--- src/rtl/core/mcct_pkg.sv ---
// Shared types, constants and tables for the marching-cubes cell triangulator.
// No dependencies.
package mcct_pkg;

    localparam int SAMPLE_BITS = 16;
    localparam int NCANON      = 24;

    typedef logic [3:0] edge_t;

    typedef struct packed {
        logic [7:0] cube_case;
        logic       found;
        logic [4:0] canon;
        logic [5:0] xform;
    } job_t;

    localparam logic [7:0] CANON_PAT [NCANON] = '{
        8'h00, 8'h10, 8'h30, 8'h50, 8'h23, 8'h33, 8'hA3, 8'h5A,
        8'h1B, 8'h2B, 8'h14, 8'h34, 8'hA4, 8'h96, 8'h17, 8'h3B,
        8'h3D, 8'h3F, 8'h5B, 8'h7B, 8'h7D, 8'h7F, 8'hFF, 8'h00};
    localparam logic CANON_EXTRA [NCANON] = '{
        1'b0, 1'b0, 1'b0, 1'b0, 1'b0, 1'b0, 1'b0, 1'b0,
        1'b0, 1'b0, 1'b0, 1'b0, 1'b0, 1'b0, 1'b0, 1'b1,
        1'b1, 1'b1, 1'b1, 1'b1, 1'b1, 1'b1, 1'b1, 1'b1};
    localparam logic [2:0] CANON_N [NCANON] = '{
        3'd0, 3'd1, 3'd2, 3'd2, 3'd3, 3'd2, 3'd4, 3'd4,
        3'd4, 3'd4, 3'd2, 3'd3, 3'd3, 3'd4, 3'd4, 3'd3,
        3'd5, 3'd2, 3'd5, 3'd4, 3'd2, 3'd1, 3'd0, 3'd0};
    localparam logic [59:0] CANON_E [NCANON] = '{
        60'h0,
        {12'h4B8, 48'h0},
        {24'h4B9_495, 36'h0},
        {24'h4B8_69A, 36'h0},
        {36'h489_493_391, 24'h0},
        {24'hB13_B91, 36'h0},
        {48'h489_493_391_B7A, 12'h0},
        {48'hB84_051_273_69A, 12'h0},
        {48'hB27_B82_281_185, 12'h0},
        {48'h748_781_712_891, 12'h0},
        {24'hB84_621, 36'h0},
        {36'h621_B94_495, 24'h0},
        {36'h621_AB7_895, 24'h0},
        {48'h206_605_7A4_4A8, 12'h0},
        {48'hB83_386_685_362, 12'h0},
        {36'h7B9_791_712, 24'h0},
        60'h160_6B0_0B9_095_7B6,
        {24'h7B9_796, 36'h0},
        60'hB87_782_285_251_9A6,
        {48'h7B2_2B1_1BA_1A6, 12'h0},
        {24'h7BA_015, 36'h0},
        {12'h7BA, 48'h0},
        60'h0,
        60'h0};

    localparam edge_t EDGE_RX [12] = '{4'd8, 4'd5, 4'd0, 4'd4, 4'd11, 4'd9,
                                       4'd1, 4'd3, 4'd10, 4'd6, 4'd2, 4'd7};
    localparam edge_t EDGE_RY [12] = '{4'd5, 4'd9, 4'd6, 4'd1, 4'd0, 4'd8,
                                       4'd10, 4'd2, 4'd4, 4'd11, 4'd7, 4'd3};
    localparam edge_t EDGE_RZ [12] = '{4'd3, 4'd0, 4'd1, 4'd2, 4'd7, 4'd4,
                                       4'd5, 4'd6, 4'd11, 4'd8, 4'd9, 4'd10};
    localparam logic [2:0] BIT_RX [8] = '{3'd3, 3'd2, 3'd6, 3'd7, 3'd0, 3'd1, 3'd5, 3'd4};
    localparam logic [2:0] BIT_RY [8] = '{3'd4, 3'd0, 3'd3, 3'd7, 3'd5, 3'd1, 3'd2, 3'd6};
    localparam logic [2:0] BIT_RZ [8] = '{3'd1, 3'd2, 3'd3, 3'd0, 3'd5, 3'd6, 3'd7, 3'd4};

    typedef enum logic [1:0] {ROT_Y, ROT_Z, ROT_X} rot_t;

    function automatic logic [7:0] perm_bits(input logic [7:0] idx, input rot_t r);
        logic [7:0] o;
        o = '0;
        for (int i = 0; i < 8; i++) begin
            if (idx[i]) begin
                unique case (r)
                    ROT_Y: o[BIT_RY[i]] = 1'b1;
                    ROT_Z: o[BIT_RZ[i]] = 1'b1;
                    default: o[BIT_RX[i]] = 1'b1;
                endcase
            end
        end
        return o;
    endfunction

    // Forward transform of an index: lead rotations, x rotations, optional inversion.
    function automatic logic [7:0] xform_index(input logic [7:0] idx, input logic [5:0] t);
        logic [4:0] r;
        logic [2:0] g;
        logic [1:0] x;
        logic [7:0] v;
        r = (t >= 6'd24) ? 5'(t - 6'd24) : t[4:0];
        g = 3'(r >> 2);
        x = r[1:0];
        v = idx;
        if (g >= 3'd1 && g <= 3'd3) v = perm_bits(v, ROT_Y);
        if (g >= 3'd2 && g <= 3'd3) v = perm_bits(v, ROT_Y);
        if (g == 3'd3) v = perm_bits(v, ROT_Y);
        if (g >= 3'd4) v = perm_bits(v, ROT_Z);
        if (g == 3'd5) v = perm_bits(v, ROT_Z);
        if (g == 3'd5) v = perm_bits(v, ROT_Z);
        if (x >= 2'd1) v = perm_bits(v, ROT_X);
        if (x >= 2'd2) v = perm_bits(v, ROT_X);
        if (x == 2'd3) v = perm_bits(v, ROT_X);
        if (t >= 6'd24) v = ~v;
        return v;
    endfunction

    function automatic edge_t map_edge(input edge_t e, input rot_t r);
        edge_t o;
        o = e;
        if (e < 4'd12) begin
            unique case (r)
                ROT_Y: o = EDGE_RY[e];
                ROT_Z: o = EDGE_RZ[e];
                default: o = EDGE_RX[e];
            endcase
        end
        return o;
    endfunction

    // Map a canonical edge back through transform t (steps applied in reverse).
    function automatic edge_t unxform_edge(input edge_t e, input logic [5:0] t);
        logic [4:0] r;
        logic [2:0] g;
        logic [1:0] x;
        edge_t v;
        r = (t >= 6'd24) ? 5'(t - 6'd24) : t[4:0];
        g = 3'(r >> 2);
        x = r[1:0];
        v = e;
        if (x >= 2'd1) v = map_edge(v, ROT_X);
        if (x >= 2'd2) v = map_edge(v, ROT_X);
        if (x == 2'd3) v = map_edge(v, ROT_X);
        if (g >= 3'd1 && g <= 3'd3) v = map_edge(v, ROT_Y);
        if (g >= 3'd2 && g <= 3'd3) v = map_edge(v, ROT_Y);
        if (g == 3'd3) v = map_edge(v, ROT_Y);
        if (g >= 3'd4) v = map_edge(v, ROT_Z);
        if (g == 3'd5) v = map_edge(v, ROT_Z);
        if (g == 3'd5) v = map_edge(v, ROT_Z);
        return v;
    endfunction

endpackage

--- src/rtl/core/mcct_front.sv ---
// Front end: thresholds corners and searches transforms one per cycle.
// Depends on mcct_pkg.
module mcct_front (
    input  logic                            clk,
    input  logic                            rst_n,
    input  logic [15:0]                     iso_level,
    input  logic                            in_valid,
    output logic                            in_stall,
    input  logic [mcct_pkg::SAMPLE_BITS-1:0] samples [8],
    output logic                            job_valid,
    input  logic                            job_stall,
    output mcct_pkg::job_t                  job
);
    import mcct_pkg::*;

    typedef enum logic [1:0] {S_IDLE, S_PASS1, S_PASS2, S_DONE} state_t;

    state_t     state_reg, state_next;
    logic [7:0] idx_reg, idx_next;
    logic [5:0] t_reg, t_next;
    job_t       job_reg, job_next;

    logic [7:0] cls;
    logic [7:0] tidx;
    logic       hit;
    logic [4:0] hit_n;

    always_comb
    begin
        for (int i = 0; i < 8; i++)
            cls[i] = (32'(samples[i]) > 32'(iso_level));
    end

    always_comb
    begin
        tidx  = xform_index(idx_reg, t_reg);
        hit   = 1'b0;
        hit_n = '0;
        for (int i = NCANON - 1; i >= 0; i--) begin
            if (CANON_PAT[i] == tidx && (state_reg == S_PASS1 || !CANON_EXTRA[i])) begin
                hit   = 1'b1;
                hit_n = 5'(i);
            end
        end
    end

    assign in_stall  = (state_reg != S_IDLE);
    assign job_valid = (state_reg == S_DONE);
    assign job       = job_reg;

    always_comb
    begin
        state_next = state_reg;
        idx_next   = idx_reg;
        t_next     = t_reg;
        job_next   = job_reg;
        unique case (state_reg)
            S_IDLE:
            begin
                if (in_valid) begin
                    idx_next = cls;
                    t_next   = '0;
                    job_next = '{cube_case: cls, found: 1'b1, canon: 5'd0, xform: 6'd0};
                    state_next = (cls == 8'h00 || cls == 8'hFF) ? S_DONE : S_PASS1;
                end
            end
            S_PASS1, S_PASS2:
            begin
                if (hit) begin
                    job_next.canon = hit_n;
                    job_next.xform = t_reg;
                    state_next     = S_DONE;
                end else if (state_reg == S_PASS1 && t_reg == 6'd23) begin
                    t_next     = '0;
                    state_next = S_PASS2;
                end else if (state_reg == S_PASS2 && t_reg == 6'd47) begin
                    job_next.found = 1'b0;
                    state_next     = S_DONE;
                end else begin
                    t_next = t_reg + 6'd1;
                end
            end
            S_DONE:
            begin
                if (!job_stall) state_next = S_IDLE;
            end
            default: state_next = S_IDLE;
        endcase
    end

    always_ff @(posedge clk or negedge rst_n)
    begin
        if (!rst_n) begin
            state_reg <= S_IDLE;
        end else begin
            state_reg <= state_next;
        end
    end

    always_ff @(posedge clk)
    begin
        idx_reg <= idx_next;
        t_reg   <= t_next;
        job_reg <= job_next;
    end

endmodule

--- src/rtl/core/mcct_queue.sv ---
// Two-entry queue carrying jobs, matched or not, from front to back end.
// Depends on mcct_pkg.
module mcct_queue (
    input  logic           clk,
    input  logic           rst_n,
    input  logic           wr_valid,
    output logic           wr_stall,
    input  mcct_pkg::job_t wr_data,
    output logic           rd_valid,
    input  logic           rd_stall,
    output mcct_pkg::job_t rd_data
);
    import mcct_pkg::*;

    job_t       mem [2];
    logic       wp_reg, rp_reg;
    logic [1:0] cnt_reg;
    logic       wr_en, rd_en;

    assign wr_stall = (cnt_reg == 2'd2);
    assign rd_valid = (cnt_reg != 2'd0);
    assign rd_data  = mem[rp_reg];
    assign wr_en    = wr_valid && !wr_stall;
    assign rd_en    = rd_valid && !rd_stall;

    always_ff @(posedge clk or negedge rst_n)
    begin
        if (!rst_n) begin
            wp_reg  <= 1'b0;
            rp_reg  <= 1'b0;
            cnt_reg <= 2'd0;
        end else begin
            if (wr_en) wp_reg <= ~wp_reg;
            if (rd_en) rp_reg <= ~rp_reg;
            cnt_reg <= cnt_reg + {1'b0, wr_en} - {1'b0, rd_en};
        end
    end

    always_ff @(posedge clk)
    begin
        if (wr_en) mem[wp_reg] <= wr_data;
    end

endmodule

--- src/rtl/core/mcct_back.sv ---
// Back end: one result per cycle unless stalled; edges undo the transform.
// Depends on mcct_pkg.
module mcct_back (
    input  logic           clk,
    input  logic           rst_n,
    input  logic           job_valid,
    output logic           job_stall,
    input  mcct_pkg::job_t job,
    output logic           out_valid,
    input  logic           stall,
    output logic [3:0]     edge_a,
    output logic [3:0]     edge_b,
    output logic [3:0]     edge_c,
    output logic           has_triangle,
    output logic           case_found,
    output logic [7:0]     cube_case,
    output logic           last_of_cube
);
    import mcct_pkg::*;

    logic [2:0]  tri_reg, tri_next;
    logic [2:0]  ntri;
    logic [11:0] raw;
    edge_t       ea, eb, ec;
    logic        inv;
    logic        take;
    logic        valid_reg;
    logic [3:0]  ea_reg, eb_reg, ec_reg;
    logic        has_reg, found_reg, last_reg;
    logic [7:0]  case_reg;
    logic        out_free;

    assign ntri = job.found ? CANON_N[job.canon] : 3'd0;
    assign raw  = CANON_E[job.canon][59 - 12 * tri_reg -: 12];
    assign inv  = (job.xform >= 6'd24);
    assign ea   = unxform_edge(raw[11:8], job.xform);
    assign eb   = unxform_edge(raw[7:4], job.xform);
    assign ec   = unxform_edge(raw[3:0], job.xform);

    assign out_free  = !valid_reg || !stall;
    assign take      = job_valid && out_free;
    assign job_stall = !(take && (ntri == 3'd0 || tri_reg + 3'd1 == ntri));
    assign tri_next  = (take && !job_stall) ? 3'd0 : (take ? tri_reg + 3'd1 : tri_reg);

    assign out_valid    = valid_reg;
    assign edge_a       = ea_reg;
    assign edge_b       = eb_reg;
    assign edge_c       = ec_reg;
    assign has_triangle = has_reg;
    assign case_found   = found_reg;
    assign cube_case    = case_reg;
    assign last_of_cube = last_reg;

    always_ff @(posedge clk or negedge rst_n)
    begin
        if (!rst_n) begin
            valid_reg <= 1'b0;
            tri_reg   <= 3'd0;
        end else begin
            tri_reg <= tri_next;
            if (out_free) valid_reg <= take;
        end
    end

    always_ff @(posedge clk)
    begin
        if (take) begin
            has_reg   <= (ntri != 3'd0);
            found_reg <= job.found;
            case_reg  <= job.cube_case;
            last_reg  <= !job_stall;
            if (ntri == 3'd0) begin
                ea_reg <= '0;
                eb_reg <= '0;
                ec_reg <= '0;
            end else begin
                // inversion swaps the first two vertices
                ea_reg <= inv ? eb : ea;
                eb_reg <= inv ? ea : eb;
                ec_reg <= ec;
            end
        end
    end

endmodule

--- src/rtl/core/marching_cubes_cell_triangulator_top.sv ---
// Marching-cubes cell triangulator: corner samples in, triangle edge triples out.
// Depends on mcct_pkg, mcct_front, mcct_queue, mcct_back.
//
// Each transfer on the input carries the eight corner samples of one cube. The
// front end compares each sample with iso_level (strictly greater sets the
// corner's bit of cube_case), then walks the transform search one candidate per
// cycle: up to 24 rotations against all canonical cases, then up to 48
// rotation/inversion transforms against the regular ones. Empty and full cubes
// skip the search. The front end takes the next cube only after its job is handed
// on. Jobs, matched or not, go through a two-entry queue to the back end, which
// transfers one result per cycle while out_stall is low (1 to 5 results per
// cube, last_of_cube marking the final one) from a registered output, so the
// back end drains while the front end searches the next cube. Write
// iso_level only while the block is idle.
module marching_cubes_cell_triangulator_top (
    input  logic        clk,
    input  logic        rst_n,
    input  logic        cfg_we,
    input  logic [15:0] cfg_wdata,
    input  logic        in_valid,
    output logic        in_stall,
    input  logic [15:0] corner_0,
    input  logic [15:0] corner_1,
    input  logic [15:0] corner_2,
    input  logic [15:0] corner_3,
    input  logic [15:0] corner_4,
    input  logic [15:0] corner_5,
    input  logic [15:0] corner_6,
    input  logic [15:0] corner_7,
    output logic        out_valid,
    input  logic        out_stall,
    output logic [3:0]  edge_a,
    output logic [3:0]  edge_b,
    output logic [3:0]  edge_c,
    output logic        has_triangle,
    output logic        case_found,
    output logic [7:0]  cube_case,
    output logic        last_of_cube
);
    import mcct_pkg::*;

    logic [15:0]            iso_reg;
    logic [SAMPLE_BITS-1:0] samples [8];
    logic                   fq_valid, fq_stall, qb_valid, qb_stall;
    job_t                   fq_job, qb_job;

    // samples are taken in their low SAMPLE_BITS bits
    assign samples[0] = SAMPLE_BITS'(corner_0);
    assign samples[1] = SAMPLE_BITS'(corner_1);
    assign samples[2] = SAMPLE_BITS'(corner_2);
    assign samples[3] = SAMPLE_BITS'(corner_3);
    assign samples[4] = SAMPLE_BITS'(corner_4);
    assign samples[5] = SAMPLE_BITS'(corner_5);
    assign samples[6] = SAMPLE_BITS'(corner_6);
    assign samples[7] = SAMPLE_BITS'(corner_7);

    // threshold register, reset to mid scale
    always_ff @(posedge clk or negedge rst_n)
    begin
        if (!rst_n) begin
            iso_reg <= 16'h8000;
        end else if (cfg_we) begin
            iso_reg <= cfg_wdata;
        end
    end

    mcct_front u_front (
        .clk       (clk),
        .rst_n     (rst_n),
        .iso_level (iso_reg),
        .in_valid  (in_valid),
        .in_stall  (in_stall),
        .samples   (samples),
        .job_valid (fq_valid),
        .job_stall (fq_stall),
        .job       (fq_job)
    );

    mcct_queue u_queue (
        .clk      (clk),
        .rst_n    (rst_n),
        .wr_valid (fq_valid),
        .wr_stall (fq_stall),
        .wr_data  (fq_job),
        .rd_valid (qb_valid),
        .rd_stall (qb_stall),
        .rd_data  (qb_job)
    );

    mcct_back u_back (
        .clk          (clk),
        .rst_n        (rst_n),
        .job_valid    (qb_valid),
        .job_stall    (qb_stall),
        .job          (qb_job),
        .out_valid    (out_valid),
        .stall        (out_stall),
        .edge_a       (edge_a),
        .edge_b       (edge_b),
        .edge_c       (edge_c),
        .has_triangle (has_triangle),
        .case_found   (case_found),
        .cube_case    (cube_case),
        .last_of_cube (last_of_cube)
    );

endmodule

--- config.mk ---
export PLATFORM = sky130hd
export DESIGN_NAME = marching_cubes_cell_triangulator_top
export DESIGN_NICKNAME = d
export VERILOG_FILES = /design/src/rtl/core/mcct_pkg.sv /design/src/rtl/core/mcct_front.sv /design/src/rtl/core/mcct_queue.sv /design/src/rtl/core/mcct_back.sv /design/src/rtl/core/marching_cubes_cell_triangulator_top.sv
export SDC_FILE = /design/constraint.sdc
export NUM_CORES = 1
export LEC_CHECK = 0
export BUFFER_PORTS_ARGS = -buffer_cell sky130_fd_sc_hd__buf_2
export CAP_MARGIN = 20
export CORE_MARGIN = 4
export CORE_UTILIZATION = 35
export DETAILED_ROUTE_END_ITERATION = 12
export HOLD_SLACK_MARGIN = 0.03
export MAX_ROUTING_LAYER = met4
export PLACE_DENSITY_LB_ADDON = 0.05
export SLEW_MARGIN = 20
export SYNTH_ARGS = -nofsm -noshare
export SYNTH_HDL_FRONTEND = slang
export SYNTH_SLANG_ARGS = --single-unit
--- constraint.sdc ---
create_clock -name clk -period 12.9 [get_ports clk]
set_input_delay 2.58 -clock clk [delete_from_list [all_inputs] [get_ports clk]]
set_output_delay 2.58 -clock clk [all_outputs]
set_load 0.01 [all_outputs]
# Word-level counts from Yosys, hierarchy flattened
# Memory sizes are Yosys's and may differ from the RTL's.
# Index checks and enable logic that the tools add are counted.
# op_classes
add_sub_neg	7
mul	1
n_lt_le_gt_ge	77
n_eq_ne	44
shift	1
n_mux	269
bitwise_logic	31
n_reduce_logical	41
# ops
cell	n
$mux W4	110
$ge A5 B5 Y1 const B	27
$not A4 Y5	27
$mux W5	26
$gt A16 B16 Y1	8
$mux W60	2
$lt A4 B4 Y1 const B	27
$mux W1	98
$mux W8	10
$shiftx A71 B33 Y12	1
$eq A6 B8 Y1 const A	8
$eq A7 B8 Y1 const A	6
$eq A5 B8 Y1 const A	4
$eq A8 B8 Y1 const A	4
$mux W6	4
$pmux W12 S2	1
$logic_and A1 B1 Y1	20
$mux W2	9
$logic_not A8 Y1	2
$mux W3	5
$ge A6 B5 Y1 const B	2
$mux W12	1
$pmux W6 S2	1
$mux W11	1
41 further kinds	67
# totals
ff_bits	75
mem_bits_rw	40
rom_bits	3744
inputBits	149
output_inout_bits	25
elab_cells	520
mem_count	30
# memory_table
name	depth	word_bits	rd	rd_clocked_by_memory_dff	write_ports	line_no	source
(no name shown)	32	60	1	0	0	mcct_back.sv:34	assign raw = CANON_E[job.canon][59 - 12 * tri_reg -: 12];
(no name shown)	32	3	1	0	0	mcct_back.sv:33	assign ntri = job.found ? CANON_N[job.canon] : 3'd0;
(no name shown)	16	4	1	0	0	mcct_pkg.sv:110	ROT_Y: o = EDGE_RY[e];
(no name shown)	16	4	1	0	0	mcct_pkg.sv:112	default: o = EDGE_RX[e];
(no name shown)	16	4	1	0	0	mcct_pkg.sv:110	
(no name shown)	16	4	1	0	0	mcct_pkg.sv:110	
24 more memories	--	--	--	--	--	--	

# Logic depth before layout (Yosys ltp)
# An unclocked memory read counts as a cell.
# logic_depth
depth_word	61
ltp_mapped	44
depth_no_buf	42

# Modules after synthesis
# A second synthesis with hierarchy kept.
# hier_totals
cells_unflattened	2000
hier_area_um2	17037.6
# modules_own_cells
mod	instances	cells_each	area_each_um2	seq_area_each_um2
mcct_back	1	1123	8324.2	790.8
mcct_front	1	763	6403.6	830.8
mcct_queue	1	80	1659.1	1301.2
marching_cubes_cell_triangulator_top	1	34	650.6	401.6

# Least setup slack after synthesis
# OpenSTA, ideal clock, no wires.
# synth_timing
path_kind	flip-flop to flip-flop
startpoint	register u_queue.rp_reg
endpoint	register u_back.ea_reg[0], in the netlist u_back.edge_a[0] (data pin)
setup_ns	0.190
t_arrival_ns	8.240
path_slack_ns	4.470
stages_incl_launch_ff	42
synth_period_minus_slack_ns	8.430
path_cell_list	dfrtp_1 -> buf_6 -> mux2i_2 -> inv_1 -> ha_1 -> clkbuf_1 -> and4b_1 -> o21ai_1 -> o21ai_0 -> a22oi_1 -> o311ai_1 -> a32oi_2 -> ha_1 -> or4_1 -> nor3_1 -> a211o_1 -> inv_1 -> ha_1 -> [... 6 more ...] -> a211oi_1 -> o2bb2ai_1 -> ha_1 -> inv_1 -> mux2i_1 -> nor2_1 -> a21oi_1 -> inv_1 -> ha_1 -> o211ai_1 -> o21ai_0 -> ha_1 -> inv_1 -> o31a_1 -> o22a_1 -> a21oi_4 -> nor2_1 -> a2111oi_2
# synth_via
elab_chain_len	61
# synth_lines
element	line_no	source
start: declaration	mcct_queue.sv:16	logic wp_reg, rp_reg;
start signal: assignment	mcct_queue.sv:34	if (rd_en) rp_reg <= ~rp_reg;
$mem_v2 Z2 W20 *	--	
$not A5 Y6 (not written as such)	mcct_back.sv:33, mcct_back.sv:34	
$mem_v2 Z32 W60	--	
$mux W60 (not written as such) (2 in a row)	mcct_back.sv:34	
$shiftx A71 B33 Y12	mcct_back.sv:34	
$not A4 Y5 (not written as such)	mcct_pkg.sv:112	
$mem_v2 Z16 W4	--	
$mux W4 (not written as such) (2 in a row)	mcct_pkg.sv:112	
[... 42 more ...]	--	
$mux W4	mcct_pkg.sv:108	if (e < 4'd12) begin
$mux W4	mcct_pkg.sv:135	if (g == 3'd5) v = map_edge(v, ROT_Z);
$not A4 Y5 (not written as such)	mcct_pkg.sv:111	ROT_Z: o = EDGE_RZ[e];
$mem_v2 Z16 W4	--	
$mux W4 (not written as such) (2 in a row)	mcct_pkg.sv:111	
$mux W4	mcct_pkg.sv:108	
$mux W4	mcct_pkg.sv:136	if (g == 3'd5) v = map_edge(v, ROT_Z);
$mux W4	mcct_back.sv:78	ea_reg <= inv ? eb : ea;
end signal: assignment	mcct_back.sv:78	
end: declaration	mcct_back.sv:28	logic [3:0] ea_reg, eb_reg, ec_reg;
# Mark *: on every way between the ends. The rest lies on a longest branch, timed or not. The select of a mux whose other input is x is not followed.
# A chain may end at the register's enable or synchronous reset.

# Worst setup path in the final report
# layout_timing
startpoint	register u_back.tri_reg[0]
endpoint	register u_back.ea_reg[0], in the netlist u_back.edge_a[0] (data pin)
# layout_via
elab_chain_len	58
# layout_lines
element	line_no	source
start: declaration	mcct_back.sv:21	logic [2:0] tri_reg, tri_next;
start signal: assignment	mcct_back.sv:60	tri_reg <= tri_next;
$mul A2 B3 Y5 *	mcct_back.sv:34	
$sub A6 B7 Y8 *	mcct_back.sv:34	
$shiftx A71 B33 Y12 *	mcct_back.sv:34	
$not A4 Y5 (not written as such)	mcct_pkg.sv:112	
$mem_v2 Z16 W4	--	
$mux W4 (not written as such) (2 in a row)	mcct_pkg.sv:112	
$mux W4	mcct_pkg.sv:108	
$mux W4	mcct_pkg.sv:128	if (x >= 2'd1) v = map_edge(v, ROT_X);
[... 40 more ...]	--	
$mux W4	mcct_pkg.sv:108	
$mux W4	mcct_pkg.sv:135	
$not A4 Y5 (not written as such)	mcct_pkg.sv:111	
$mem_v2 Z16 W4	--	
$mux W4 (not written as such) (2 in a row)	mcct_pkg.sv:111	
$mux W4	mcct_pkg.sv:108	
$mux W4	mcct_pkg.sv:136	
$mux W4 *	mcct_back.sv:78	
# Marks and branches as above.

==> out/summary.txt <==
Syn Area/Cell -> 8.23 µm²
CP Capture Type -> register
RSZ-0062 raised after global routing -> false
Startpoint types -> register
Reg2Reg Depth -> 38
Max reg flops -> 40
Hold Crit Class -> register to register
Global-route wire length before repair -> 95800 µm
Initial DRC Count -> 1711
Average wire per standard cell -> 22.4 µm
R2R Path End -> u_back.edge_a[0]
Die Height -> 226 µm
Most common cell after layout, fill and taps aside -> ha_1
Layout area overhead -> 12.1%
Commonest non-fill, non-tap cells in the layout -> ha_1, buf_2, nand2_1
Synth area leaders -> ha_1, edfxtp_1, a21oi_1
Antenna violations before repair -> 20
Syn Nets -> 2388
Crit path top cell by count -> ha_1
Drt total wl -> 62400 µm
Pre-antenna DRT Iters -> 5
Layout net count -> 2506
Fmax -> 0.0952 GHz
CP Launch Point -> u_back.tri_reg[0]
Routed wl met3 -> 4730 µm
GRT Total Usage -> 0.245
Core outline area -> 0.0468 mm²
#FFs+latches synth -> 115
Post-DRT Antenna Nets -> 0
Post-synthesis cell area -> 0.0166 mm²
Max-capacitance violation count -> 0
Unique masters post-synth -> 115
Post-CTS sizing -> 0
Slew Limit Headroom -> 0.263
Setup TNS -> 0 ns
DRC -> 0
Tcrit/Tclk final -> 0.815
IO buf count -> 173
Remaining global-route overflow -> 0
Post-CTS Hold Fix Bufs -> 0
Final setup margin -> 2.39 ns
Top cell type by total area after synthesis -> ha_1
Drt via density -> 6.04
Initial core utilization -> 0.356
Final Hold Viols -> 0
I/O pin cnt -> 174
CP max FO -> 24
Placed Cells -> 2725
WP data required -> 13.12 ns
Hpwl dp -> 49000 µm
Metal-1 WL -> 27500 µm
Postcts setup bufs -> 0
Clock transition at path regs -> 0.07 ns
Filler cell count -> 4776
Placed instance area -> 0.0180 mm²
Max clock buf depth -> 2
Pin count of the biggest net entering global routing -> 51
Worst-margin pin slew -> 1.11 ns
Cell count after synthesis -> 2019
Status -> finished clean
CTS buffer count -> 17
Max-slew violation count -> 0
Gpl congestion -> 1.02
Site Rows -> 79
Number of synthesized flops with an enable pin -> 89
Critical path type -> register to register
Vias in the first global route -> 16.2k
CTS tree -> built
Clock Latency Late Sink -> 0.42 ns
Chip width -> 226 µm
Tmin final -> 10.51 ns
Sequential share of the synthesized area -> 0.200
CTS Root Cell -> clkbuf_16
Crit path to -> u_back.edge_a[0]
Die Footprint -> 0.0510 mm²
Final setup fails -> 0
Crit Reg-Reg Startpoint -> u_back.tri_reg[0]
Share of cells above drive strength 1 -> 0.160
Top Layer Used -> met4
CTS Sinks -> 115
Ys async rst share -> 0.226
Reg2reg setup slack -> 2.39 ns
Via count -> 16.8k
Highest-delay cell along the critical path -> a21oi_1
Layout Cells excl Fill -> 2778
Crit-path max cell delay -> 0.89 ns
Design area -> 0.0186 mm²
Met2 wire len -> 28000 µm
YS warnings -> 0
H-tree depth -> 4
Top cell type's share of synthesized area -> 0.165
CP arrival -> 10.73 ns
Dominant synthesized flop cell -> edfxtp_1
Setup WS pre-CTS -> 2.55 ns
Post-Route Skew -> 0.0143 ns
[synth_stat cells (30+ instances only)]
master	instances
ha_1	219
nand2_1	148
a21oi_1	139
nor2_1	138
o21ai_0	123
inv_1	95
edfxtp_1	89
clkbuf_1	53
nor3_1	52
nand3_1	51
mux2i_1	50
nand4_1	50
nand2b_1	48
nor2b_1	45
a211oi_1	30
a21o_1	30
o211ai_1	30
[how the worst min path moves through the flow]
stage,depth (start not counted),slack (ns),startpoint,end
after floorplan,0,0.42,u_front.job[0],u_queue.mem[0][0]
after global placement,0,0.43,u_front.job[2],u_queue.mem[0][2]
after detailed placement,0,0.43,u_front.job[8],u_queue.mem[0][8]
after CTS,0,0.43,u_front.job[6],u_queue.mem[0][6]
after global routing,0,0.44,u_front.job[11],u_queue.mem[1][11]
final,0,0.43,u_front.job[11],u_queue.mem[1][11]
[area by class of cell]
class | count | area [µm²] | share of cell area
antenna | 21 | 52.6 | 0.00282
clock buffer | 23 | 509 | 0.0273
clock inverter | 9 | 88.8 | 0.00477
inverter | 106 | 398 | 0.0214
multi-input combinational | 1695 | 12400 | 0.666
sequential | 115 | 3330 | 0.179
tap | 607 | 759 | 0.0408
timing repair buffer | 202 | 1080 | 0.0581
[through the flow]
step,hold WS [ns],utilization
after global placement,0.429,0.384
final,0.434,0.399
after detailed placement,0.431,0.384
after global routing,0.444,0.399
after floorplan,0.421,-
after CTS,0.434,0.397
[critical path, delay by kind of cell, from the launching register on]
family | cells | cell delay (ns)
flops | 1 | 0.70
mux | 1 | 0.11
compound gates | 15 | 4.56
buf+inv | 5 | 0.37
simple gates | 9 | 1.87
fa+ha+maj | 8 | 2.68
[cell families after synthesis]
| group | Yosys count | synth area share |
|---|---|---|
| buffers and inverters | 209 | 0.0547 |
| muxes | 84 | 0.0554 |
| and+or+nand+nor | 665 | 0.206 |
| AOI/OAI and AO/OA | 687 | 0.296 |
| DFF | 115 | 0.200 |
| adders and majority gates | 220 | 0.166 |
| xor gates and xnor gates | 39 | 0.0224 |
[per-layer routing]
metal  vias up  global-route usage
met4         0              0.0761
met5         -                   -
met1      7964               0.318
met3       114              0.0510
met2       694               0.384
li1       8019                   -
Power is left out: the tool's default activity adds up to more than one toggle a clock period on the data nets, which glitch-free logic cannot reach.
